**config.mk**
```make
export PLATFORM = sky130hd
export DESIGN_NAME = one_wire_bus_master_flat
export DESIGN_NICKNAME = d
export VERILOG_FILES = /design/src/sv/owbm_pkg.sv /design/src/sv/owbm_if.sv /design/src/sv/owbm_regs.sv /design/src/sv/one_wire_bus_master.sv /design/src/flat_wrapper.sv
export SDC_FILE = /design/constraint.sdc
export NUM_CORES = 1
export LEC_CHECK = 0
export BUFFER_PORTS_ARGS = -buffer_cell sky130_fd_sc_hd__clkbuf_2
export CORE_MARGIN = 4
export CORE_UTILIZATION = 55
export DETAILED_ROUTE_END_ITERATION = 7
export GPL_TIMING_DRIVEN = 0
export PLACE_DENSITY = 0.82
export SLEW_MARGIN = 10
export SYNTH_ARGS = -nofsm -noshare
export SYNTH_HDL_FRONTEND = slang
export SYNTH_SLANG_ARGS = --single-unit
```
**constraint.sdc**
```tcl
create_clock -name clk -period 3.65 [get_ports clk]
set_clock_uncertainty 0.1 [all_clocks]
set_input_delay 0.365 -clock clk [delete_from_list [all_inputs] [get_ports clk]]
set_output_delay 0.365 -clock clk [all_outputs]
set_load 0.005 [all_outputs]
```
**src/sv/owbm_pkg.sv**
```systemverilog
// ----------------------------------------------------------------------------
// owbm_pkg: shared types and constants of the 1-Wire bus master
// Phase encoding, command modes, register indexes, timer widths and the
// register reset values.
// ----------------------------------------------------------------------------
package owbm_pkg;

	// Width of the slot timers; register values above its range saturate.
	localparam int TIMER_BITS = 10;
	// Width of each timing register.
	localparam int REG_W = 10;
	// Number of timing registers and the width of their index.
	localparam int NUM_REGS = 8;
	localparam int REG_IDX_W = $clog2(NUM_REGS);

	typedef logic [TIMER_BITS-1:0] timer_t;
	typedef logic [REG_W-1:0] reg_val_t;
	typedef logic [REG_IDX_W-1:0] reg_idx_t;
	typedef timer_t len_arr_t [NUM_REGS];

	localparam timer_t TMAX = {TIMER_BITS{1'b1}};

	// Register indexes.
	localparam reg_idx_t REG_RESET_LOW = 3'd0;
	localparam reg_idx_t REG_PRESENCE_WAIT = 3'd1;
	localparam reg_idx_t REG_RESET_RECOVER = 3'd2;
	localparam reg_idx_t REG_WRITE_START = 3'd3;
	localparam reg_idx_t REG_WRITE_HOLD = 3'd4;
	localparam reg_idx_t REG_READ_LOW = 3'd5;
	localparam reg_idx_t REG_READ_WAIT = 3'd6;
	localparam reg_idx_t REG_READ_RECOVER = 3'd7;

	// Register values after reset, in index order.
	localparam reg_val_t REG_DEFAULTS [NUM_REGS] = '{
		10'd500, 10'd70, 10'd500, 10'd15, 10'd60, 10'd5, 10'd5, 10'd70
	};

	// Command modes.
	localparam logic [2:0] MODE_RESET = 3'd0;
	localparam logic [2:0] MODE_WRITE_BIT = 3'd1;
	localparam logic [2:0] MODE_READ_BIT = 3'd2;
	localparam logic [2:0] MODE_WRITE_BYTE = 3'd3;
	localparam logic [2:0] MODE_READ_BYTE = 3'd4;

	// Bus phases.
	typedef enum logic [3:0] {
		PH_IDLE = 4'd0,
		PH_RST_LOW = 4'd1,
		PH_RST_WAIT = 4'd2,
		PH_RST_REC = 4'd3,
		PH_WR_LOW = 4'd4,
		PH_WR_HOLD = 4'd5,
		PH_WR_REC = 4'd6,
		PH_RD_LOW = 4'd7,
		PH_RD_WAIT = 4'd8,
		PH_RD_REC = 4'd9
	} phase_t;

	// One result beat.
	typedef struct packed {
		logic drive_low;
		logic busy_res;
		logic done_res;
		logic presence_sample;
		logic [7:0] read_data;
	} result_t;

endpackage

```
**src/sv/owbm_if.sv**
```systemverilog
// ----------------------------------------------------------------------------
// owbm_if: channel interfaces of the 1-Wire bus master
// The tick channel carries the command and sampled line level; the result
// channel carries line drive and status.
// ----------------------------------------------------------------------------
interface owbm_cmd_if;
	logic valid;
	logic ready;
	logic cmd_valid;
	logic [2:0] mode;
	logic [7:0] cmd_data;
	logic line_in;

	modport source (output valid, cmd_valid, mode, cmd_data, line_in, input ready);
	modport sink (input valid, cmd_valid, mode, cmd_data, line_in, output ready);
endinterface

interface owbm_res_if;
	logic valid;
	logic ready;
	logic drive_low;
	logic busy_res;
	logic done_res;
	logic presence_sample;
	logic [7:0] read_data;

	modport source (output valid, drive_low, busy_res, done_res, presence_sample,
		read_data, input ready);
	modport sink (input valid, drive_low, busy_res, done_res, presence_sample,
		read_data, output ready);
endinterface

```
**src/sv/owbm_regs.sv**
```systemverilog
// ----------------------------------------------------------------------------
// owbm_regs: timing register file
// Holds the eight timing registers and presents each as a phase length in
// ticks, saturated to the timer range and never less than one.
// ----------------------------------------------------------------------------
module owbm_regs (
	input  logic clk,
	input  logic arst_n,
	input  logic wr_en,
	input  owbm_pkg::reg_idx_t wr_index,
	input  owbm_pkg::reg_val_t wr_data,
	output owbm_pkg::len_arr_t lens
);
	import owbm_pkg::*;

	localparam int EXT_W = REG_W + TIMER_BITS;

	reg_val_t regs_q [NUM_REGS];
	logic [EXT_W-1:0] ext [NUM_REGS];

	// Register writes.
	always_ff @(posedge clk or negedge arst_n) begin
		if (!arst_n) begin
			for (int i = 0; i < NUM_REGS; i++) regs_q[i] <= REG_DEFAULTS[i];
		end else if (wr_en) begin
			regs_q[wr_index] <= wr_data;
		end
	end

	// Saturate to the timer range; a zero length counts as one tick.
	always_comb begin
		for (int i = 0; i < NUM_REGS; i++) begin
			ext[i] = EXT_W'(regs_q[i]);
			if (ext[i] > EXT_W'(TMAX)) lens[i] = TMAX;
			else lens[i] = ext[i][TIMER_BITS-1:0];
			if (lens[i] == '0) lens[i] = timer_t'(1);
		end
	end

endmodule

```
**src/sv/one_wire_bus_master.sv**
```systemverilog
// ----------------------------------------------------------------------------
// one_wire_bus_master: 1-Wire bus master
// Runs reset/presence, bit and byte read/write slots, one tick per beat.
// ----------------------------------------------------------------------------
// Usage:
//   Each beat on the cmd channel is one microsecond tick. It carries an
//   optional command (cmd_valid, mode, cmd_data) and the sampled bus level
//   line_in. Every cmd beat produces exactly one res beat carrying the line
//   drive for that tick, busy, a one-tick done pulse, the last presence
//   sample and the read data (meaningful on the done beat of a read).
//   Commands arriving while busy, and unused modes, are ignored.
//   The result of a tick appears on res in the cycle after its cmd beat. One
//   tick is taken per clock while res does not stall; the bus state update
//   is a single pass through the phase logic into the result register.
//   If res stalls, the one result register stays full and cmd.ready drops
//   until the result is taken; a tick can be accepted in the same cycle a
//   result leaves.
//   The timing registers are written through cfg_wr_en/cfg_index/cfg_data;
//   a new value applies to ticks accepted after the write.
//   Reset (arst_n low) returns to idle with presence sample 1, empties the
//   result register and restores the default timing values.
// ----------------------------------------------------------------------------
module one_wire_bus_master (
	input  logic clk,
	input  logic arst_n,
	owbm_cmd_if.sink cmd,
	owbm_res_if.source res,
	input  logic cfg_wr_en,
	input  owbm_pkg::reg_idx_t cfg_index,
	input  owbm_pkg::reg_val_t cfg_data
);
	import owbm_pkg::*;

	len_arr_t lens;

	phase_t phase_q, phase_d;
	timer_t tick_q, tick_d;
	logic [2:0] bit_idx_q, bit_idx_d;
	logic [7:0] shift_q, shift_d;
	logic byte_op_q, byte_op_d;
	logic read_mode_q, read_mode_d;
	logic presence_q, presence_d;

	logic res_valid_q;
	result_t res_q, res_d;
	logic accept;
	logic start;
	logic slot_end;
	logic over;
	timer_t cur_len;
	logic [TIMER_BITS:0] tick_inc;

	owbm_regs u_regs (
		.clk      (clk),
		.arst_n   (arst_n),
		.wr_en    (cfg_wr_en),
		.wr_index (cfg_index),
		.wr_data  (cfg_data),
		.lens     (lens)
	);

	// Take a tick whenever the result register is empty or being drained.
	assign cmd.ready = !res_valid_q || res.ready;
	assign accept = cmd.valid && cmd.ready;
	assign start = (phase_q == PH_IDLE) && cmd.cmd_valid && (cmd.mode <= MODE_READ_BYTE);

	// Length of the phase that runs this tick.
	always_comb begin
		unique case (start ? (cmd.mode == MODE_RESET ? PH_RST_LOW :
			(cmd.mode == MODE_READ_BIT || cmd.mode == MODE_READ_BYTE) ? PH_RD_LOW :
			PH_WR_LOW) : phase_q)
			PH_RST_LOW: cur_len = lens[REG_RESET_LOW];
			PH_RST_WAIT: cur_len = lens[REG_PRESENCE_WAIT];
			PH_RST_REC: cur_len = lens[REG_RESET_RECOVER];
			PH_WR_LOW: cur_len = lens[REG_WRITE_START];
			PH_WR_HOLD: cur_len = lens[REG_WRITE_HOLD];
			PH_RD_LOW: cur_len = lens[REG_READ_LOW];
			PH_RD_WAIT: cur_len = lens[REG_READ_WAIT];
			PH_RD_REC: cur_len = lens[REG_READ_RECOVER];
			default: cur_len = lens[REG_RESET_LOW];
		endcase
	end

	// Next state and result for one tick.
	always_comb begin
		phase_d = phase_q;
		tick_d = tick_q;
		bit_idx_d = bit_idx_q;
		shift_d = shift_q;
		byte_op_d = byte_op_q;
		read_mode_d = read_mode_q;
		presence_d = presence_q;
		slot_end = 1'b0;
		res_d = '0;

		// Command start.
		if (start) begin
			tick_d = '0;
			bit_idx_d = '0;
			byte_op_d = (cmd.mode >= MODE_WRITE_BYTE);
			read_mode_d = (cmd.mode == MODE_READ_BIT) || (cmd.mode == MODE_READ_BYTE);
			if (cmd.mode == MODE_WRITE_BIT) shift_d = {7'b0, cmd.cmd_data[0]};
			else if (cmd.mode == MODE_WRITE_BYTE) shift_d = cmd.cmd_data;
			else shift_d = '0;
			if (cmd.mode == MODE_RESET) phase_d = PH_RST_LOW;
			else if (read_mode_d) phase_d = PH_RD_LOW;
			else phase_d = PH_WR_LOW;
		end

		// Phase timer: wraps to zero on the last tick of a phase.
		tick_inc = {1'b0, tick_d} + 1'b1;
		over = (tick_inc >= {1'b0, cur_len});

		if (phase_d != PH_IDLE) begin
			res_d.busy_res = 1'b1;
			if (over) tick_d = '0;
			else tick_d = tick_inc[TIMER_BITS-1:0];
			unique case (phase_d)
				PH_RST_LOW: begin
					res_d.drive_low = 1'b1;
					if (over) phase_d = PH_RST_WAIT;
				end
				PH_RST_WAIT: begin
					if (over) begin
						presence_d = cmd.line_in;
						phase_d = PH_RST_REC;
					end
				end
				PH_RST_REC: begin
					if (over) begin
						phase_d = PH_IDLE;
						res_d.done_res = 1'b1;
					end
				end
				PH_WR_LOW: begin
					res_d.drive_low = 1'b1;
					if (over) phase_d = PH_WR_HOLD;
				end
				PH_WR_HOLD: begin
					res_d.drive_low = !shift_d[0];
					if (over) phase_d = PH_WR_REC;
				end
				PH_WR_REC: begin
					tick_d = '0;
					shift_d = {1'b0, shift_d[7:1]};
					slot_end = 1'b1;
				end
				PH_RD_LOW: begin
					res_d.drive_low = 1'b1;
					if (over) phase_d = PH_RD_WAIT;
				end
				PH_RD_WAIT: begin
					if (over) begin
						if (byte_op_d) shift_d = {cmd.line_in, shift_d[7:1]};
						else shift_d = {7'b0, cmd.line_in};
						phase_d = PH_RD_REC;
					end
				end
				PH_RD_REC: begin
					if (over) slot_end = 1'b1;
				end
				default: begin
					phase_d = PH_IDLE;
					tick_d = '0;
				end
			endcase

			// End of a bit slot: next bit of a byte, or finish.
			if (slot_end) begin
				if (byte_op_d && bit_idx_d != 3'd7) begin
					bit_idx_d = bit_idx_d + 3'd1;
					phase_d = read_mode_d ? PH_RD_LOW : PH_WR_LOW;
				end else begin
					phase_d = PH_IDLE;
					res_d.done_res = 1'b1;
					if (read_mode_d) res_d.read_data = shift_d;
				end
			end
		end
		res_d.presence_sample = presence_d;
	end

	// Bus state, advanced once per accepted tick.
	always_ff @(posedge clk or negedge arst_n) begin
		if (!arst_n) begin
			phase_q <= PH_IDLE;
			tick_q <= '0;
			bit_idx_q <= '0;
			shift_q <= '0;
			byte_op_q <= 1'b0;
			read_mode_q <= 1'b0;
			presence_q <= 1'b1;
		end else if (accept) begin
			phase_q <= phase_d;
			tick_q <= tick_d;
			bit_idx_q <= bit_idx_d;
			shift_q <= shift_d;
			byte_op_q <= byte_op_d;
			read_mode_q <= read_mode_d;
			presence_q <= presence_d;
		end
	end

	// Result register valid flag.
	always_ff @(posedge clk or negedge arst_n) begin
		if (!arst_n) begin
			res_valid_q <= 1'b0;
		end else if (accept) begin
			res_valid_q <= 1'b1;
		end else if (res.ready) begin
			res_valid_q <= 1'b0;
		end
	end

	// Result register payload.
	always_ff @(posedge clk) begin
		if (accept) res_q <= res_d;
	end

	assign res.valid = res_valid_q;
	assign res.drive_low = res_q.drive_low;
	assign res.busy_res = res_q.busy_res;
	assign res.done_res = res_q.done_res;
	assign res.presence_sample = res_q.presence_sample;
	assign res.read_data = res_q.read_data;

	// An idle master always has its phase timer at zero.
	a_idle_timer_zero: assert property (@(posedge clk) disable iff (!arst_n)
		(phase_q == PH_IDLE) |-> (tick_q == '0))
		else $error("phase timer not cleared in idle");

	// A done beat is always a busy beat, and it leaves the master idle.
	a_done_ends_cmd: assert property (@(posedge clk) disable iff (!arst_n)
		(res_valid_q && res_q.done_res) |-> (res_q.busy_res && phase_q == PH_IDLE))
		else $error("done beat without busy or with command still running");

	// Read data is zero except on a done beat.
	a_rdata_only_done: assert property (@(posedge clk) disable iff (!arst_n)
		(res_valid_q && !res_q.done_res) |-> (res_q.read_data == 8'd0))
		else $error("read data outside a done beat");

	// Every accepted tick fills the result register.
	a_accept_fills: assert property (@(posedge clk) disable iff (!arst_n)
		accept |=> res_valid_q)
		else $error("accepted tick produced no result");

endmodule
```
**src/flat_wrapper.sv**
```systemverilog
// flat-port wrapper written by rule: the top's interface ports become plain ports
module one_wire_bus_master_flat import owbm_pkg::*;
  (clk, arst_n, cfg_wr_en, cfg_index, cfg_data, cmd_valid, cmd_cmd_valid, cmd_mode, cmd_cmd_data, cmd_line_in, cmd_ready, res_valid, res_drive_low, res_busy_res, res_done_res, res_presence_sample, res_read_data, res_ready);
  owbm_cmd_if cmd_i ();
  owbm_res_if res_i ();
  input  logic clk;
  input  logic arst_n;
  input  logic cfg_wr_en;
  input  owbm_pkg::reg_idx_t cfg_index;
  input  owbm_pkg::reg_val_t cfg_data;
  input wire logic [$bits(cmd_i.valid)-1:0] cmd_valid;
  input wire logic [$bits(cmd_i.cmd_valid)-1:0] cmd_cmd_valid;
  input wire logic [$bits(cmd_i.mode)-1:0] cmd_mode;
  input wire logic [$bits(cmd_i.cmd_data)-1:0] cmd_cmd_data;
  input wire logic [$bits(cmd_i.line_in)-1:0] cmd_line_in;
  output wire logic [$bits(cmd_i.ready)-1:0] cmd_ready;
  output wire logic [$bits(res_i.valid)-1:0] res_valid;
  output wire logic [$bits(res_i.drive_low)-1:0] res_drive_low;
  output wire logic [$bits(res_i.busy_res)-1:0] res_busy_res;
  output wire logic [$bits(res_i.done_res)-1:0] res_done_res;
  output wire logic [$bits(res_i.presence_sample)-1:0] res_presence_sample;
  output wire logic [$bits(res_i.read_data)-1:0] res_read_data;
  input wire logic [$bits(res_i.ready)-1:0] res_ready;
  assign cmd_i.valid = cmd_valid;
  assign cmd_i.cmd_valid = cmd_cmd_valid;
  assign cmd_i.mode = cmd_mode;
  assign cmd_i.cmd_data = cmd_cmd_data;
  assign cmd_i.line_in = cmd_line_in;
  assign cmd_ready = cmd_i.ready;
  assign res_valid = res_i.valid;
  assign res_drive_low = res_i.drive_low;
  assign res_busy_res = res_i.busy_res;
  assign res_done_res = res_i.done_res;
  assign res_presence_sample = res_i.presence_sample;
  assign res_read_data = res_i.read_data;
  assign res_i.ready = res_ready;
  one_wire_bus_master u_core (.clk(clk), .arst_n(arst_n), .cmd(cmd_i), .res(res_i), .cfg_wr_en(cfg_wr_en), .cfg_index(cfg_index), .cfg_data(cfg_data));
endmodule
```
# Yosys cells after proc, flatten, opt, wreduce, memory -nomap -nowiden
# Index checks and enable logic that the tools add are counted.
# word_totals
regBits,121
inputBits,31
out_inout_bits,14
word_cells,128
# op_classes
addsub,2
magnitude_cmp,5
n_eq_ne,14
muxes,57
bitwise,4
n_reduce_logical,25
# op_table
operator,n
10-bit two-way mux,13
80-bit bitwise mux,1
10-bit zero test,8
10-bit case mux with 7 select lines,1
4-bit two-way mux,12
8-bit two-way mux,6
4-bit case mux with 8 select lines,1
10-bit demux with 3-bit select,1
"4-bit by 3-bit == test with 1-bit output, second input constant",4
8-bit case mux with 2 select lines,1
1-bit two-way mux,12
3-bit two-way mux,4
"10-bit by 1-bit adder with 11-bit output, second input constant",1
11-bit by 10-bit >= comparator with 1-bit output,1
"4-bit by 2-bit == test with 1-bit output, second input constant",2
"4-bit == test, second input constant",2
8-bit OR reduction,1
"3-bit by 2-bit == test with 1-bit output, second input constant",2
2-bit two-way mux,3
1-bit logical AND,5
"4-bit by 1-bit == test with 1-bit output, second input constant",1
"4-bit >= comparator, second input constant",1
4-bit zero test,1
"4-bit by 1-bit less-than comparator with 1-bit output, second input constant",1
other kinds (17),22

# Longest topological paths before layout
# logic_depth
ltp_word,13
ltp_mapped,18

# Cells and area by module
# From an unflattened synthesis, not the netlist that was laid out.
# hier_totals
hier_cells,705
hier_area_um2,7066.8
# modules_own_cells
module,instances,cells_per_inst,area_per_inst_um2,seq_area_each_um2
owbm_regs,1,279,3661.0,2039.5
one_wire_bus_master,1,426,3405.8,1087.3

# Worst setup path before layout
# Ideal clock, no wire load.
# synth_timing
path_kind,register to register
startpoint,reg u_core.phase_q[2]
endpoint,"reg u_core.res_q (netlist bit u_core.res.read_data[0]), data pin"
t_arrival_ns,3.642
required_time_ns,3.404
path_slack_ns,-0.238
path_stages_with_launch,17
path_buffers,2
period_less_slack_ns,3.888
path_cell_list,dfrtp_1 -> buf_6 -> or3b_4 -> o41ai_4 -> o2111a_1 -> buf_4 -> and2b_1 -> a221oi_1 -> a22o_1 -> ha_1 -> nand2_1 -> o21ai_0 -> a21oi_1 -> o211ai_2 -> nand2_1 -> a211oi_2 -> a21boi_1
# synth_between
elab_chain_cells,12
# synth_rtl
item,line,rtl
"start, declared",one_wire_bus_master.sv:36,"phase_t phase_q, phase_d;"
"start signal, assigned",one_wire_bus_master.sv:194,phase_q <= phase_d;
"parallel branches: the longest is 12 deep, another holds 10-bit by 1-bit adder with 11-bit output",--,
"end signal, assigned",one_wire_bus_master.sv:217,if (accept) res_q <= res_d;
"end, declared",one_wire_bus_master.sv:45,"result_t res_q, res_d;"
# Parallel ways; which one is timed is not known. The select of a mux whose other input is x is not followed.
# A chain may end at the register's enable or synchronous reset.

# Final worst setup path
# layout_timing
startpoint,reg u_core.phase_q[1]
endpoint,"reg u_core.res_q (netlist bit u_core.res.read_data[2]), data pin"
# Same word-level chain as after synthesis.

==> metrics.md <==
| Metric | Value |
|---|---|
| Slew @ Worst Pin | 814 ps |
| Grt total ovfl | 0 |
| Final Non-Filler Cells | ~850 |
| Initial Util | 57.2% |
| Design area | between 0.008 and 0.009 mm^2 |
| Synth top area share | between 20 and 30% |
| Pwr Total | 4.79 mW |
| Critical path capture point type | flop |
| Critical path class | reg -> reg |
| Min-delay src | cmd_valid |
| Multi-input logic area | slightly below 0.004 mm^2 |
| Number of inserted diodes | 0 |
| Post-synth EDFFs | 12 |
| Die Width | approximately 120 um |
| PD cells | 554 mW/mm^2 |
| Clk slew on worst S/H paths | 60 ps |
| Residual DRC | 0 |
| Final core utilization | between 70% and 80% |
| Hold Crit Endpoint | u_core.res.valid |
| Largest net degree at the start of global routing | 110 |
| Antenna violations before repair | 0 |
| Yosys warns | 0 |
| R2R Setup Slk | -510 ps |
| Htree depth | 4 |
| Vias in the first global route | 5,856 |
| Endpoints failing setup | 36 |
| Crit path DAT | approximately 4300 ps |
| Core footprint | 0.0116 mm^2 |
| Avg WL per Cell | approximately 24 um |
| Final antenna-violating net count | 0 |
| Worst reg2reg path endpoint | u_core.res.read_data[2] |
| Setup ws final | -508 ps |
| Yosys reg bits | 121 |
| Critical R2R Launch | u_core.phase_q[1] |
| Worst setup SP type | flop |
| GP Congestion | 0.909 |
| Mapped Nets | 628 |
| Port bufs | 41 |
| I/O pin count | 45 |
| Hold WS | between 40 and 50 ps |
| Post-placement cell count | between 700 and 800 |
| Minimum clock period | around 4200 ps |
| Total GRT Usage | between 20% and 30% |
| Clock Sinks | between 100 and 150 |
| Via count | between 5k and 6k |
| DR pass1 iterations | 8 |
| Asr flop ratio synth | about nine tenths |
| Synthesized area | 0.00664 mm^2 |
| Slew Limit Fails | 0 |
| Top FF cell, synth | dfrtp_1 |
| Inserted Clock Buffers | 17 |
| Post-Synthesis Cells | ~580 |
| Pleak | 3.60 nW |
| Sequential area share after synthesis | 47.1% |
| Most frequent cells in the layout | 81 x mux2_2, 78 x dfrtp_1, 43 x clkbuf_2 |
| DIE HEIGHT | about 120 um |
| Storage element area | between 0.003 and 0.004 mm^2 |
| Area leader, netlist | dfrtp_1 |
| Clock Path Buffers | 2 |
| Pre-CTS setup slack | -1040 ps |
| Syn_area_per_cell | between 10 and 15 um^2 |
| Crit path max fanout | 8 |
| Clk_lat worst skew | 430 ps |
| Dpl hpwl | around 12 mm |
| Hold crit path type | in -> reg |
| Max Cap Violations | 0 |
| Dominant cells by area after synthesis | dfrtp_1 29%, mux2_2 14%, dfstp_2 12% |
| Initial DRC count | roughly 700 |
| Fill count | around 710 |
| Clk root buf | clkbuf_16 |
| Req. time, crit path | 3740 ps |
| Avg Vias per Cell | around 6.7 |
| Failing checks | negative setup slack |
| Die area | between 0.01 and 0.015 mm^2 |
| Peak VDD IR | 396 uV |
| Area after DPL | between 0.007 and 0.008 mm^2 |
| Final hold viol count | 0 |
| Fin crit share | 114% |
| Achievable Freq | about 240 MHz |
| Final nets | roughly 740 |
| RSZ-0062 raised after global routing | true |
| TritonCTS clock tree | done |
| Status | finished with violations |
| Rows | 39 |
| Hold path cells | 2 |
| Commonest non-fill, non-tap cell in the layout | mux2_2 |
| Final TNS setup | -12,560 ps |
| First-pass GRT wire length | a little over 30 mm |
| Area delta synth->final | 30.2% |
| Worst Reg2Reg Path Length in Cells | 19 |
| Layout cells sized above 1 | between 50% and 60% |
| Yosys cell types | 82 |
| WL final | 20.3 mm |
| Slew headroom | 45.2% |
==> logic make-up (layout without fill, tap and decap cells) <==
| logic type | Yosys count | in the layout | share of synthesized area, % |
|---|---|---|---|
| simple gates | 176 | 177 | 15.4 |
| compound gates | 134 | 134 | 15.8 |
| flops | 121 | 121 | 47.1 |
| mux | 90 | 90 | 15.1 |
| buf+inv | 40 | 159 | 2.77 |
| fa+ha+maj | 13 | 13 | 2.45 |
| xor+xnor | 10 | 10 | 1.32 |
==> state kept, by name, indices dropped and copies added, names as in the netlist, 3 cells and up <==
signal	flops
u_core.tick_q	10
u_core.bit_idx_q	3
u_core.res.read_data	8
u_core.shift_q	8
u_core.phase_q	4
u_core.u_regs.ext	80
==> critical path, cell delays in order (launching register included) <==
cell      delay [ps]
dfrtp_1          400
buf_6            160
or2_1            220
buf_6            140
o41ai_4          330
o2111a_1         280
buf_6            160
o21ai_2           70
nand2_2          100
nor4b_2           60
a22oi_1          270
ha_1             290
nor2b_1          120
o21ai_1          100
a21oi_2          230
o211ai_4         120
buf_12           150
a21oi_4          260
o22ai_2          140
and2_1           180
==> routing by layer <==
layer  share of wire, %  global-route usage [%]  vias to the layer above
met5                  0                       0                        -
met2                 51                    48.0                      343
met3                7.7                    8.36                       77
li1                   -                       -                     2450
met4                4.3                    13.5                        0
met1                 37                    31.2                     2827
==> worst max-delay path by stage <==
stage	depth (start not counted)	from	endpoint	slack [ps]
final	19	u_core.phase_q[1]	u_core.res.read_data[2]	-510
after global routing	19	u_core.phase_q[2]	u_core.res.read_data[2]	-620
after CTS	18	u_core.phase_q[2]	u_core.shift_q[2]	-380
after detailed placement	16	cmd_mode[0]	u_core.res.read_data[7]	-1040
after global placement	16	cmd_mode[0]	u_core.res.read_data[0]	-940
after floorplan	15	u_core.phase_q[2]	u_core.phase_q[1]	-80
==> where the power goes <==
part / internal, mW / switching (mW)
registers: 1.67 / 0.230
clock network: 1.04 / 0.640
logic: 0.562 / 0.649
total: 3.27 / 1.52
==> area by class of cell <==
| class | instances | area share (%) |
|---|---|---|
| multi-input cells | 424 | 45.0 |
| flip-flops and latches | 121 | 36.2 |
| repair buffers | 87 | 7.36 |
| clock buffers | 23 | 5.79 |
| well taps | 143 | 2.07 |
| plain buffers | 25 | 2.00 |
| clock inverters | 9 | 0.984 |
| inverters | 15 | 0.651 |
==> timing repair <==
action | 4_1_cts | 5_1_grt
endpoints found under the hold margin | 78 | 0
buffers inserted | 22 | 22
pin swaps | 24 | 42
setup endpoints to repair | 36 | 36
hold buffers | 1 | 0
gates cloned | 1 | 0
gates resized for setup | 60 | 58
==> Yosys cell counts (all sizes together) (2+ instances only) <==
master	n
a21boi	3
nor4	13
o41ai	8
nand3	21
mux2i	6
o31ai	4
xnor2	4
nand2	45
or2	3
a22oi	20
a21oi	25
xor2	6
a221o	2
a31oi	6
buf	12
dfstp	31
ha	13
nor2	26
a21o	3
o211ai	3
nor2b	4
nand4b	3
a221oi	5
nand4	5
or3	2
a22o	2
clkbuf	13
nor3	11
edfxtp	12
nand3b	2
a41oi	3
and2	13
or4	11
o22ai	6
nand2b	4
nor3b	3
a222oi	9
mux2	84
and3	6
inv	15
o21ai	26
dfrtp	78
o221ai	2
a211oi	2
Note: power is estimated with default switching activity, not from simulation.
